$ cat src/rtl/core/skf_pkg.sv
// ----------------------------------------------------------------------------
// skf_pkg
// Shared types, register map and microcode program of the scalar Kalman core.
// ----------------------------------------------------------------------------
package skf_pkg;

  // Fixed-point constants
  localparam int unsigned DataW  = 32;
  localparam int unsigned GainW  = 17;
  localparam int unsigned FracW  = 16;
  localparam logic [DataW-1:0] OneQ16 = 32'h0001_0000;
  localparam logic [GainW-1:0] GainOne = 17'h1_0000;

  // Divider: one quotient bit from the setup step, then one per loop pass
  localparam int unsigned DivSteps = 16;
  localparam int unsigned CntW     = $clog2(DivSteps);
  localparam logic [CntW-1:0] CntLast = CntW'(DivSteps - 1);

  // Register map (word index)
  localparam int unsigned AddrW = 4;
  localparam logic [1:0] RegProcNoise = 2'd0;
  localparam logic [1:0] RegMeasNoise = 2'd1;
  localparam logic [1:0] RegInitEst   = 2'd2;
  localparam logic [1:0] RegInitCov   = 2'd3;

  // Microcode addresses
  localparam int unsigned UaW = 4;
  localparam logic [UaW-1:0] UaPred    = 4'd0;
  localparam logic [UaW-1:0] UaDen     = 4'd1;
  localparam logic [UaW-1:0] UaDivInit = 4'd2;
  localparam logic [UaW-1:0] UaDivStep = 4'd3;
  localparam logic [UaW-1:0] UaMulEst  = 4'd4;
  localparam logic [UaW-1:0] UaUpdEst  = 4'd5;
  localparam logic [UaW-1:0] UaMulCov  = 4'd6;
  localparam logic [UaW-1:0] UaUpdCov  = 4'd7;
  localparam logic [UaW-1:0] UaReload  = 4'd8;

  typedef enum logic [3:0] {
    OP_NOP,
    OP_PRED,
    OP_DEN,
    OP_DIV_INIT,
    OP_DIV_STEP,
    OP_MUL_EST,
    OP_UPD_EST,
    OP_MUL_COV,
    OP_UPD_COV,
    OP_RELOAD
  } op_e;

  typedef enum logic [1:0] {
    JMP_NONE,
    JMP_CMD,
    JMP_LOOP
  } jmp_e;

  typedef struct packed {
    op_e            op;
    jmp_e           jmp;
    logic [UaW-1:0] target;
    logic           last;
  } ucode_t;

  localparam ucode_t UcodeNop = '{op: OP_NOP, jmp: JMP_NONE, target: UaPred, last: 1'b0};

  // Microcode ROM
  function automatic ucode_t skf_ucode(logic [UaW-1:0] addr);
    ucode_t w;
    w = UcodeNop;
    unique case (addr)
      UaPred:    w = '{op: OP_PRED,     jmp: JMP_CMD,  target: UaReload,  last: 1'b0};
      UaDen:     w = '{op: OP_DEN,      jmp: JMP_NONE, target: UaPred,    last: 1'b0};
      UaDivInit: w = '{op: OP_DIV_INIT, jmp: JMP_NONE, target: UaPred,    last: 1'b0};
      UaDivStep: w = '{op: OP_DIV_STEP, jmp: JMP_LOOP, target: UaDivStep, last: 1'b0};
      UaMulEst:  w = '{op: OP_MUL_EST,  jmp: JMP_NONE, target: UaPred,    last: 1'b0};
      UaUpdEst:  w = '{op: OP_UPD_EST,  jmp: JMP_NONE, target: UaPred,    last: 1'b0};
      UaMulCov:  w = '{op: OP_MUL_COV,  jmp: JMP_NONE, target: UaPred,    last: 1'b0};
      UaUpdCov:  w = '{op: OP_UPD_COV,  jmp: JMP_NONE, target: UaPred,    last: 1'b1};
      UaReload:  w = '{op: OP_RELOAD,   jmp: JMP_NONE, target: UaPred,    last: 1'b1};
      default:   w = '{op: OP_NOP,      jmp: JMP_NONE, target: UaPred,    last: 1'b1};
    endcase
    return w;
  endfunction

endpackage

$ cat src/rtl/core/skf_seq.sv
// ----------------------------------------------------------------------------
// skf_seq
// Microcode sequencer: step counter, loop counter and conditional jumps.
// ----------------------------------------------------------------------------
module skf_seq (
  input  logic            clk_i,
  input  logic            rst_ni,
  input  logic            start_i,
  input  logic            cmd_i,
  input  logic            hold_i,
  output logic            busy_o,
  output skf_pkg::ucode_t uop_o
);

  logic                         busy_q, busy_d;
  logic [skf_pkg::UaW-1:0]      pc_q, pc_d;
  logic [skf_pkg::CntW-1:0]     cnt_q, cnt_d;
  skf_pkg::ucode_t              rom;
  logic                         stall;
  logic [skf_pkg::UaW-1:0]      pc_inc;

  assign rom    = skf_pkg::skf_ucode(pc_q);
  assign stall  = rom.last & hold_i;
  assign pc_inc = pc_q + skf_pkg::UaW'(1);
  assign busy_o = busy_q;
  assign uop_o  = (busy_q && !stall) ? rom : skf_pkg::UcodeNop;

  always_comb begin
    busy_d = busy_q;
    pc_d   = pc_q;
    cnt_d  = cnt_q;
    if (!busy_q) begin
      if (start_i) begin
        busy_d = 1'b1;
        pc_d   = skf_pkg::UaPred;
        cnt_d  = '0;
      end
    end else if (!stall) begin
      if (rom.last) begin
        busy_d = 1'b0;
      end else begin
        case (rom.jmp)
          skf_pkg::JMP_CMD: begin
            pc_d = cmd_i ? rom.target : pc_inc;
          end
          skf_pkg::JMP_LOOP: begin
            if (cnt_q != skf_pkg::CntLast) begin
              pc_d  = rom.target;
              cnt_d = cnt_q + skf_pkg::CntW'(1);
            end else begin
              pc_d  = pc_inc;
              cnt_d = '0;
            end
          end
          default: begin
            pc_d = pc_inc;
          end
        endcase
      end
    end
  end

  always_ff @(posedge clk_i or negedge rst_ni) begin
    if (!rst_ni) begin
      busy_q <= 1'b0;
      pc_q   <= skf_pkg::UaPred;
      cnt_q  <= '0;
    end else begin
      busy_q <= busy_d;
      pc_q   <= pc_d;
      cnt_q  <= cnt_d;
    end
  end

endmodule

$ cat src/rtl/core/scalar_kalman_filter_core.sv
// ----------------------------------------------------------------------------
// scalar_kalman_filter_core
// One-dimensional constant-value Kalman filter in Q16.16 fixed point.
// ----------------------------------------------------------------------------
// Each input transaction carries a sample in tdata and a command in tuser:
// 0 filters the sample as a measurement, 1 reloads the estimate with it
// (covariance back to 1.0, gain to 0). Every transaction yields exactly one
// output transaction holding the estimate, gain and covariance after it. An
// update runs the microcode program after the accept: one
// step each for the covariance prediction and the divider denominator, 17
// steps of the restoring divider that forms the gain one quotient bit
// at a time, and two multiply/update pairs on the single 18x34 multiplier.
// A reload command takes 2 program steps. The divider loop is longest.
// A finished result sits in the output register, so the next sample is taken
// while it waits; the program only stalls on its last step if the previous
// result has still not been taken. Write the APB registers only while idle;
// writing the initial estimate or covariance also loads the live state.
// ----------------------------------------------------------------------------
module scalar_kalman_filter_core (
  input  logic        clk_i,
  input  logic        rst_ni,
  // APB configuration port
  input  logic        psel,
  input  logic        penable,
  input  logic        pwrite,
  input  logic [skf_pkg::AddrW-1:0] paddr,
  input  logic [31:0] pwdata,
  output logic [31:0] prdata,
  output logic        pready,
  // Sample stream
  input  logic        s_axis_tvalid,
  output logic        s_axis_tready,
  input  logic [31:0] s_axis_tdata,   // [31:0] sample
  input  logic        s_axis_tuser,   // [0] cmd
  // Result stream
  output logic        m_axis_tvalid,
  input  logic        m_axis_tready,
  output logic [87:0] m_axis_tdata    // [31:0] estimate, [48:32] gain,
                                      // [80:49] covariance, [87:81] zero
);

  // --------------------------------------------------------------------------
  // Configuration registers
  // --------------------------------------------------------------------------
  logic [31:0] proc_noise_q, meas_noise_q, init_est_q, init_cov_q;
  logic        cfg_wr;
  logic [1:0]  cfg_idx;

  assign pready  = 1'b1;
  assign cfg_wr  = psel & penable & pwrite & pready;
  assign cfg_idx = paddr[3:2];

  always_ff @(posedge clk_i or negedge rst_ni) begin
    if (!rst_ni) begin
      proc_noise_q <= 32'd655;
      meas_noise_q <= 32'd6554;
      init_est_q   <= '0;
      init_cov_q   <= skf_pkg::OneQ16;
    end else if (cfg_wr) begin
      unique case (cfg_idx)
        skf_pkg::RegProcNoise: proc_noise_q <= pwdata;
        skf_pkg::RegMeasNoise: meas_noise_q <= pwdata;
        skf_pkg::RegInitEst:   init_est_q   <= pwdata;
        skf_pkg::RegInitCov:   init_cov_q   <= pwdata;
        default:               ;
      endcase
    end
  end

  always_comb begin
    unique case (cfg_idx)
      skf_pkg::RegProcNoise: prdata = proc_noise_q;
      skf_pkg::RegMeasNoise: prdata = meas_noise_q;
      skf_pkg::RegInitEst:   prdata = init_est_q;
      skf_pkg::RegInitCov:   prdata = init_cov_q;
      default:               prdata = '0;
    endcase
  end

  // --------------------------------------------------------------------------
  // Input capture and sequencer
  // --------------------------------------------------------------------------
  logic            in_acc;
  logic            busy;
  logic            hold;
  logic            cmd_q;
  logic [31:0]     smp_q;
  skf_pkg::ucode_t uop;

  assign s_axis_tready = ~busy;
  assign in_acc        = s_axis_tvalid & s_axis_tready;
  // Stall the final step while the previous result still waits
  assign hold          = m_axis_tvalid & ~m_axis_tready;

  always_ff @(posedge clk_i) begin
    if (in_acc) begin
      cmd_q <= s_axis_tuser;
      smp_q <= s_axis_tdata;
    end
  end

  skf_seq u_seq (
    .clk_i   (clk_i),
    .rst_ni  (rst_ni),
    .start_i (in_acc),
    .cmd_i   (cmd_q),
    .hold_i  (hold),
    .busy_o  (busy),
    .uop_o   (uop)
  );

  // --------------------------------------------------------------------------
  // Datapath
  // --------------------------------------------------------------------------
  logic [31:0]               est_q, cov_q;
  logic [31:0]               ppred_q;
  logic [32:0]               den_q;
  logic [33:0]               rem_q;
  logic [skf_pkg::GainW-1:0] quo_q;
  logic signed [51:0]        prod_q;

  logic [32:0]               pq_sum;
  logic [31:0]               ppred_sat;
  logic [32:0]               den_sum;
  logic [33:0]               div_init_r;
  logic                      div_init_ge;
  logic [33:0]               div_sh;
  logic                      div_ge;
  logic [32:0]               innov;
  logic signed [17:0]        mul_a;
  logic signed [33:0]        mul_b;
  logic [skf_pkg::GainW-1:0] one_minus_k;

  // Predicted covariance, saturating at full scale
  assign pq_sum    = {1'b0, cov_q} + {1'b0, proc_noise_q};
  assign ppred_sat = pq_sum[32] ? '1 : pq_sum[31:0];
  assign den_sum   = {1'b0, ppred_q} + {1'b0, meas_noise_q};

  // Ppred <= D, so the integer part of the quotient is a single bit
  assign div_init_r  = {2'b00, ppred_q};
  assign div_init_ge = div_init_r >= {1'b0, den_q};
  assign div_sh      = {rem_q[32:0], 1'b0};
  assign div_ge      = div_sh >= {1'b0, den_q};

  assign innov       = {smp_q[31], smp_q} - {est_q[31], est_q};
  assign one_minus_k = skf_pkg::GainOne - quo_q;

  always_comb begin
    if (uop.op == skf_pkg::OP_MUL_COV) begin
      mul_a = $signed({1'b0, one_minus_k});
      mul_b = $signed({2'b00, ppred_q});
    end else begin
      mul_a = $signed({1'b0, quo_q});
      mul_b = $signed({innov[32], innov});
    end
  end

  always_ff @(posedge clk_i) begin
    unique case (uop.op) inside
      skf_pkg::OP_PRED: begin
        ppred_q <= ppred_sat;
      end
      skf_pkg::OP_DEN: begin
        // Raise a zero denominator to one LSB
        den_q <= (den_sum == '0) ? 33'd1 : den_sum;
      end
      skf_pkg::OP_DIV_INIT: begin
        rem_q <= div_init_ge ? (div_init_r - {1'b0, den_q}) : div_init_r;
        quo_q <= {{(skf_pkg::GainW-1){1'b0}}, div_init_ge};
      end
      skf_pkg::OP_DIV_STEP: begin
        rem_q <= div_ge ? (div_sh - {1'b0, den_q}) : div_sh;
        quo_q <= {quo_q[skf_pkg::GainW-2:0], div_ge};
      end
      skf_pkg::OP_MUL_EST, skf_pkg::OP_MUL_COV: begin
        prod_q <= 52'(mul_a * mul_b);
      end
      default: ;
    endcase
  end

  // Architectural state: estimate and covariance; the gain lives in the
  // output register
  always_ff @(posedge clk_i or negedge rst_ni) begin
    if (!rst_ni) begin
      est_q  <= '0;
      cov_q  <= skf_pkg::OneQ16;
    end else if (cfg_wr && cfg_idx == skf_pkg::RegInitEst) begin
      est_q <= pwdata;
    end else if (cfg_wr && cfg_idx == skf_pkg::RegInitCov) begin
      cov_q <= pwdata;
    end else begin
      case (uop.op)
        skf_pkg::OP_UPD_EST: begin
          // floor(K*e / 2^16) added modulo 2^32; the sum stays in range
          est_q <= est_q + prod_q[skf_pkg::FracW +: 32];
        end
        skf_pkg::OP_UPD_COV: begin
          cov_q  <= prod_q[skf_pkg::FracW +: 32];
        end
        skf_pkg::OP_RELOAD: begin
          est_q  <= smp_q;
          cov_q  <= skf_pkg::OneQ16;
        end
        default: ;
      endcase
    end
  end

  // --------------------------------------------------------------------------
  // Output register
  // --------------------------------------------------------------------------
  logic        out_vld_q;
  logic [80:0] out_q;

  assign m_axis_tvalid = out_vld_q;
  assign m_axis_tdata  = {7'd0, out_q};

  always_ff @(posedge clk_i or negedge rst_ni) begin
    if (!rst_ni) begin
      out_vld_q <= 1'b0;
    end else if (uop.last) begin
      out_vld_q <= 1'b1;
    end else if (m_axis_tready) begin
      out_vld_q <= 1'b0;
    end
  end

  always_ff @(posedge clk_i) begin
    if (uop.op == skf_pkg::OP_UPD_COV) begin
      out_q <= {prod_q[skf_pkg::FracW +: 32], quo_q, est_q};
    end else if (uop.op == skf_pkg::OP_RELOAD) begin
      out_q <= {skf_pkg::OneQ16, {skf_pkg::GainW{1'b0}}, smp_q};
    end
  end

endmodule
$ cat config.mk
export PLATFORM = sky130hd
export DESIGN_NAME = scalar_kalman_filter_core
export DESIGN_NICKNAME = d
export VERILOG_FILES = /design/src/rtl/core/skf_pkg.sv /design/src/rtl/core/skf_seq.sv /design/src/rtl/core/scalar_kalman_filter_core.sv
export SDC_FILE = /design/constraint.sdc
export NUM_CORES = 2
export LEC_CHECK = 0
export ABC_AREA = 1
export BUFFER_PORTS_ARGS = -buffer_cell sky130_fd_sc_hd__buf_2
export CAP_MARGIN = 20
export CORE_UTILIZATION = 35
export DETAILED_ROUTE_END_ITERATION = 10
export SETUP_SLACK_MARGIN = 0.3
export SLEW_MARGIN = 20
export SYNTH_ARGS = -nofsm -noshare
export SYNTH_HDL_FRONTEND = slang
export SYNTH_SLANG_ARGS = --single-unit
$ cat constraint.sdc
create_clock -name clk_i -period 9.24 [get_ports clk_i]
set_clock_uncertainty 0.1 [all_clocks]
set_input_delay 0.924 -clock clk_i [delete_from_list [all_inputs] [get_ports clk_i]]
set_output_delay 0.924 -clock clk_i [all_outputs]
set_load 0.01 [all_outputs]
**Word-level counts from Yosys, hierarchy flattened**

Memories as Yosys holds them, arrays and structs flattened.
Cells that the tools add are included.

- Register bits: 479
- Memories: 1
- Logic and storage cells: 112
- Output and inout port bits: 123
- Input bits: 76
- ROM bits: 160

Memories:

| memory | depth | width | read ports | clocked after memory_dff | wr ports | line | text |
|---|---|---|---|---|---|---|---|
| (no name shown) | 16 | 10 | 1 | 0 | 0 | skf_pkg.sv:70 | `unique case (addr)` |

- Bitwise operators: 8
- Magnitude comparators: 2
- Add/subtract/negate cells: 9
- Mux-type cells: 33
- Reduce and logical (&&, ||, !) cells: 21
- Eq/ne operators: 19
- Multiply operators: 1

Operators by type and width:

| operator | number |
|---|---|
| two-way mux 81 bit | 2 |
| one-hot mux 32 bit (2 select lines) | 2 |
| one-hot mux 32 bit (4 select lines) | 1 |
| two-way mux 32 bit | 3 |
| adder 32 x 32 -> 33 bit | 2 |
| two-way mux 33 bit | 2 |
| one-hot mux 33 bit (2 select lines) | 1 |
| multiplier 18 x 34 -> 48 bit | 1 |
| two-way mux 4 bit | 11 |
| greater-or-equal comparator 34 x 33 -> 1 bit | 1 |
| two-way mux 34 bit | 1 |
| one-hot mux 17 bit (2 select lines) | 1 |
| greater-or-equal comparator 32 x 33 -> 1 bit | 1 |
| zero test 33 bit | 1 |
| subtractor 32 x 32 -> 33 bit | 1 |
| subtractor 32 x 33 -> 33 bit | 1 |
| subtractor 33 bit | 1 |
| adder 32 bit | 1 |
| two-way mux 17 bit | 1 |
| subtractor 17 bit (first input constant) | 1 |
| == test 4 x 3 -> 1 bit (second input constant) | 4 |
| AND reduction 2 bit | 6 |
| two-way mux 11 bit | 1 |
| adder 4 x 1 -> 4 bit (second input constant) | 2 |
| 19 further kinds | 44 |

**Logic depth before layout (Yosys ltp)**

- Word-level depth: 10
- Gate-level depth with buffers: 44
- Gate-level depth less buffers: 43

**Modules after synthesis**

From an unflattened synthesis, not the netlist that was laid out.

- Cells, all modules: 6662
- Area, all modules: 51704.6 µm²

Modules (own cells, without submodules):

| module | cells each | area an instance (µm²) | times used |
|---|---|---|---|
| scalar_kalman_filter_core | 6542 | 50883.8 | 1 |
| skf_seq | 120 | 820.8 | 1 |

**Least setup slack after synthesis**

OpenSTA, ideal clock, no wires.

- Path type: flip-flop to flip-flop
- Start point: register est_q[0]
- End point: register prod_q[47] (data pin)
- Cell stages (with the launch flop): 40
- Arrival: 7.007 ns
- Library setup time: 0.252 ns
- Slack: 1.881 ns
- Cells stage by stage: dfrtp_1 > ha_1 > fa_1 > inv_1 > nand2_1 > nand2_1 > nand3_1 > nand2_1 > nand2_1 > nand2_1 > nand2_1 > nand3_1 > nand2_1 > nor2_2 > clkinv_1 > nor2_1 > inv_1 > fa_1 > [... 4 more ...] > fa_1 > inv_1 > fa_1 > inv_1 > fa_1 > inv_1 > ha_1 > nand4_1 > inv_1 > nand2_1 > nor2_1 > o211ai_1 > nand3_1 > inv_1 > nand2_1 > nand2_1 > nand2_1 > nand2_1

- Word-level cells in the longest chain between the ends: 3

Ends and longest elaborated chain:

| what | line | text |
|---|---|---|
| start, declared | scalar_kalman_filter_core.sv:115 | `logic [31:0] est_q, cov_q;` |
| start signal, assigned | scalar_kalman_filter_core.sv:189 | `est_q <= pwdata;` |
| start signal, assigned | scalar_kalman_filter_core.sv:196 | `est_q <= est_q + prod_q[skf_pkg::FracW +: 32];` |
| start signal, assigned | scalar_kalman_filter_core.sv:202 | `est_q <= smp_q;` |
| subtractor 32 x 32 -> 33 bit | scalar_kalman_filter_core.sv:145 | `assign innov = {smp_q[31], smp_q} - {est_q[31], est_q};` |
| two-way mux 34 bit | scalar_kalman_filter_core.sv:149 | `if (uop.op == skf_pkg::OP_MUL_COV) begin` |
| multiplier 18 x 34 -> 48 bit | scalar_kalman_filter_core.sv:176 | `prod_q <= 52'(mul_a * mul_b);` |
| end signal, assigned | scalar_kalman_filter_core.sv:176 |  |
| end, declared | scalar_kalman_filter_core.sv:120 | `logic signed [51:0] prod_q;` |

Every way passes these cells.
A chain may end at the register's enable or synchronous reset.

**Final worst setup path**

- Start point: register u_seq.pc_q[0] (netlist name)
- End point: register prod_q[47] (data pin)

- Word-level cells in the longest chain between the ends: 8

Ends and longest elaborated chain:

| what | line | text |
|---|---|---|
| start, declared | skf_seq.sv:16 | `logic [skf_pkg::UaW-1:0] pc_q, pc_d;` |
| start signal, assigned | skf_seq.sv:66 | `pc_q <= skf_pkg::UaPred;` |
| start signal, assigned | skf_seq.sv:70 | `pc_q <= pc_d;` |
| memory read (16 x 10 bit) (*) | n/a |  |
| AND 1 bit | skf_seq.sv:23 | `assign stall = rom.last & hold_i;` |
| zero test 1 bit | skf_seq.sv:26 | `assign uop_o = (busy_q && !stall) ? rom : skf_pkg::UcodeNop;` |
| logical AND 1 bit | skf_seq.sv:26 |  |
| two-way mux 11 bit (*) | skf_seq.sv:26 |  |
| == test 4 x 3 -> 1 bit (*) | scalar_kalman_filter_core.sv:149 |  |
| two-way mux 17 bit / two-way mux 34 bit (equally long branches) | scalar_kalman_filter_core.sv:149 |  |
| multiplier 18 x 34 -> 48 bit (*) | scalar_kalman_filter_core.sv:176 |  |

Mark *: on every way between the ends. The rest lies on a longest branch, timed or not.

==> results.sh <==
export IMPL_finalWorstSetupSlack_ns=0.5382
export IMPL_io_buffers=188
export IMPL_gp_congestion=0.9939
export IMPL_fmax_mhz=114.9
export IMPL_cts_tree="done"
export IMPL_vias=46241
export IMPL_antenna_found_initial=20
export IMPL_n_fill_cell=15103
export IMPL_synth_async_reset_ratio_pct=43.63
export IMPL_grt_pass1_vias=44840
export IMPL_reg2regPathDepth=30
export IMPL_wl_per_cell_um=21.67
export IMPL_synth_area_sq_um=51230
export IMPL_worst_path_most_repeated_cell="nand2_1"
export IMPL_cp_arrival_ns=9.02
export IMPL_drt_first_pass_iters=6
export IMPL_cp_end_kind="register"
export IMPL_cts_buffers=58
export IMPL_r2r_end="prod_q[47]"
export IMPL_grtUsageTotal_pct=25.74
export IMPL_r2r_start="u_seq.pc_q[0]"
export IMPL_r2r_slack_ns=0.54
export IMPL_seq_area_sq_um=12910
export IMPL_outcome="completed"
export IMPL_fin_area_sq_um=56700
export IMPL_grt_util_met3_pct=3.185
export IMPL_synth_yosys_warnings=0
export IMPL_synth_ff_type="edfxtp_1"
export IMPL_drive_gt1_share_pct=7.142
export IMPL_crit_fanout=18
export IMPL_via_per_inst=5.242
export IMPL_max_stage_delay_ns=0.80
export IMPL_grt_pass1_wl_mm=284.8
export IMPL_htree_levels=2
export IMPL_synth_seq_area_share_pct=25.20
export IMPL_pre_cts_slack_ns=0.5531
export IMPL_cts_clk_slew_worst_paths_ns=0.06
export IMPL_routed_wl_mm=191.2
export IMPL_place_area_sq_um=54610
export IMPL_min_period_ns=8.702
export IMPL_dp_cells=8703
export IMPL_layout_common_cells="1445 x nand2_1, 1261 x inv_1, 825 x nor2_1, 520 x fa_1, 344 x nand3_1"
export IMPL_crit_path_start_kind="register"
export IMPL_route_detailed_drc=0
export IMPL_hold_class="input pin to async pin"
export IMPL_cpMaxStageDelayCell="o21ai_0"
export IMPL_cp_required_ns=9.56
export IMPL_die_y_um=384.6
export IMPL_hold_viol=0
export IMPL_final_max_slew_viol_count=0
export IMPL_synth_cells=6704
export IMPL_die_w_um=384.6
export IMPL_synth_edff_count=261
export IMPL_ys_ff_latch=463
export IMPL_path_class="register to register"
export IMPL_fin_crit_sh_pct=94.18
export IMPL_final_common_cell="nand2_1"
export IMPL_first_iter_violations=4873
export IMPL_multi_input_area_sq_um=32780
export IMPL_start_util_pct=35.24
export IMPL_layout_cells_non_filler=8822
export IMPL_grt_overflow=0
export IMPL_grt_max_degree=90
export IMPL_slew_headroom_pct=31.18
export IMPL_cts_path_max_buffers=3
export IMPL_row_count=140
export IMPL_setup_tns_ns=0
export IMPL_core_area_sq_um=145400
export IMPL_ant_nets=0
export IMPL_clockRootBuffer="clkbuf_16"
export IMPL_syn_to_final_growth_pct=10.66
export IMPL_setup_violations=0
export IMPL_maxCapViolations=0
export IMPL_worst_pin_slew_ns=1.030
export IMPL_met1_usage_pct=35.57
export IMPL_die_area_sq_um=147900
export IMPL_rsz0062_at_grt="no"
export IMPL_cts_sinks=463
export IMPL_final_nets=7761
export IMPL_avgSynthCellArea_sq_um=7.642
export IMPL_ys_types=62
export IMPL_grt_busiest_layer="met2"
export IMPL_grtUsageMet2_pct=40.78
export IMPL_worst_setup_path_startpoint="u_seq.pc_q[0]"
export IMPL_clk_latency_ns=0.69
export IMPL_ios=199
export IMPL_hpwl_mm=156.5
kinds of logic (layout without fill, tap and decap cells):
group | count (synthesis) | in the layout | synth area share (%)
AO/OA/AOI/OAI | 938 | 938 | 10.51
XOR/XNOR | 144 | 144 | 2.476
adder cells (fa/ha/maj) | 831 | 831 | 27.91
buffers and inverters | 1486 | 1679 | 11.20
flip-flops | 463 | 463 | 25.20
other | 2 | 10 | 0.01466
AND/OR/NAND/NOR | 2840 | 2840 | 22.69
layout make-up:
class	instances	share of cell area (%)
Inverter	1282	8.507
Clock inverter	40	0.7746
Tap cell	1917	4.230
Timing Repair Buffer	288	3.154
Antenna cell	2	0.008827
Clock buffer	69	2.743
Multi-Input combinational cell	4761	57.81
Sequential cell	463	22.77
timing repair:
item / CTS / global route
buffers inserted: 0 / 8
resized for setup: 0 / 11
hold buffers: 0 / 0
setup endpoints to repair: 0 / 9
cell usage after synthesis (9+ instances only):
library cell	count	area, sq um
nand3b_1	38	285.3
buf_2	76	380.4
nor2_1	836	3138
buf_4	17	127.6
a21oi_1	336	1682
clkbuf_1	104	390.4
o211ai_1	47	352.8
edfxtp_1	261	7838
dfrtp_1	187	4679
o21ai_0	312	1562
nand3_1	345	1727
nor3_1	51	255.2
xnor2_1	74	648.1
ha_1	311	3891
a31oi_1	76	475.5
xor2_1	69	604.3
a21o_1	26	195.2
inv_2	9	33.78
or2_2	28	175.2
dfstp_2	15	394.1
inv_1	1266	4752
o21a_1	16	120.1
nand2_1	1447	5431
nand4_1	50	312.8
o21ai_1	10	50.05
nor4_1	18	112.6
o2111ai_1	31	271.5
a22oi_1	9	67.56
fa_1	520	10410
o21bai_1	36	270.3
worst max-delay path, delay by kind of cell, from the launching register on:
kind,cells,cell delay [ns]
flops,1,0.41
buf+inv,4,0.64
simple gates,15,2.62
fa+ha+maj,9,3.61
compound gates,2,1.03
state kept, by name, summed over array words and instances (netlist names):
signal         count
cmd_q              1
cov_q             32
den_q             33
est_q             32
init_cov_q        32
init_est_q        32
m_axis_tvalid      1
meas_noise_q      32
out_q             81
ppred_q           32
proc_noise_q      32
prod_q            32
quo_q             17
rem_q             33
smp_q             32
u_seq.busy_o       1
u_seq.cnt_q        4
u_seq.pc_q         4
metrics by stage:
step / hold slack [ns] / util (%)
6_report: 0.1498 / 39.00
5_1_grt: 0.1957 / 38.99
3_5_place_dp: 0.3589 / 37.56
3_3_place_gp: 0.3541 / 37.55
2_1_floorplan: 0.3422 / -
4_1_cts: 0.1897 / 38.93
worst max-delay path by stage:
stage,endpoint,slack [ns],cells after the start
after floorplan,prod_q[47],1.88,39
after global placement,prod_q[26],0.59,32
after detailed placement,prod_q[26],0.55,32
after CTS,prod_q[26],0.56,32
after global routing,prod_q[35],0.31,32
final,prod_q[47],0.54,30
layer usage:
| metal | up-vias | wire length [um] |
|---|---|---|
| met5 | - | 0 |
| met3 | 335 | 14990 |
| met1 | 22608 | 81970 |
| met2 | 1850 | 85590 |
| met4 | 0 | 8618 |
| li1 | 21448 | - |
Power is not shown: default switching activity piles up to over one toggle a cycle in this logic, so the estimate is an artifact.
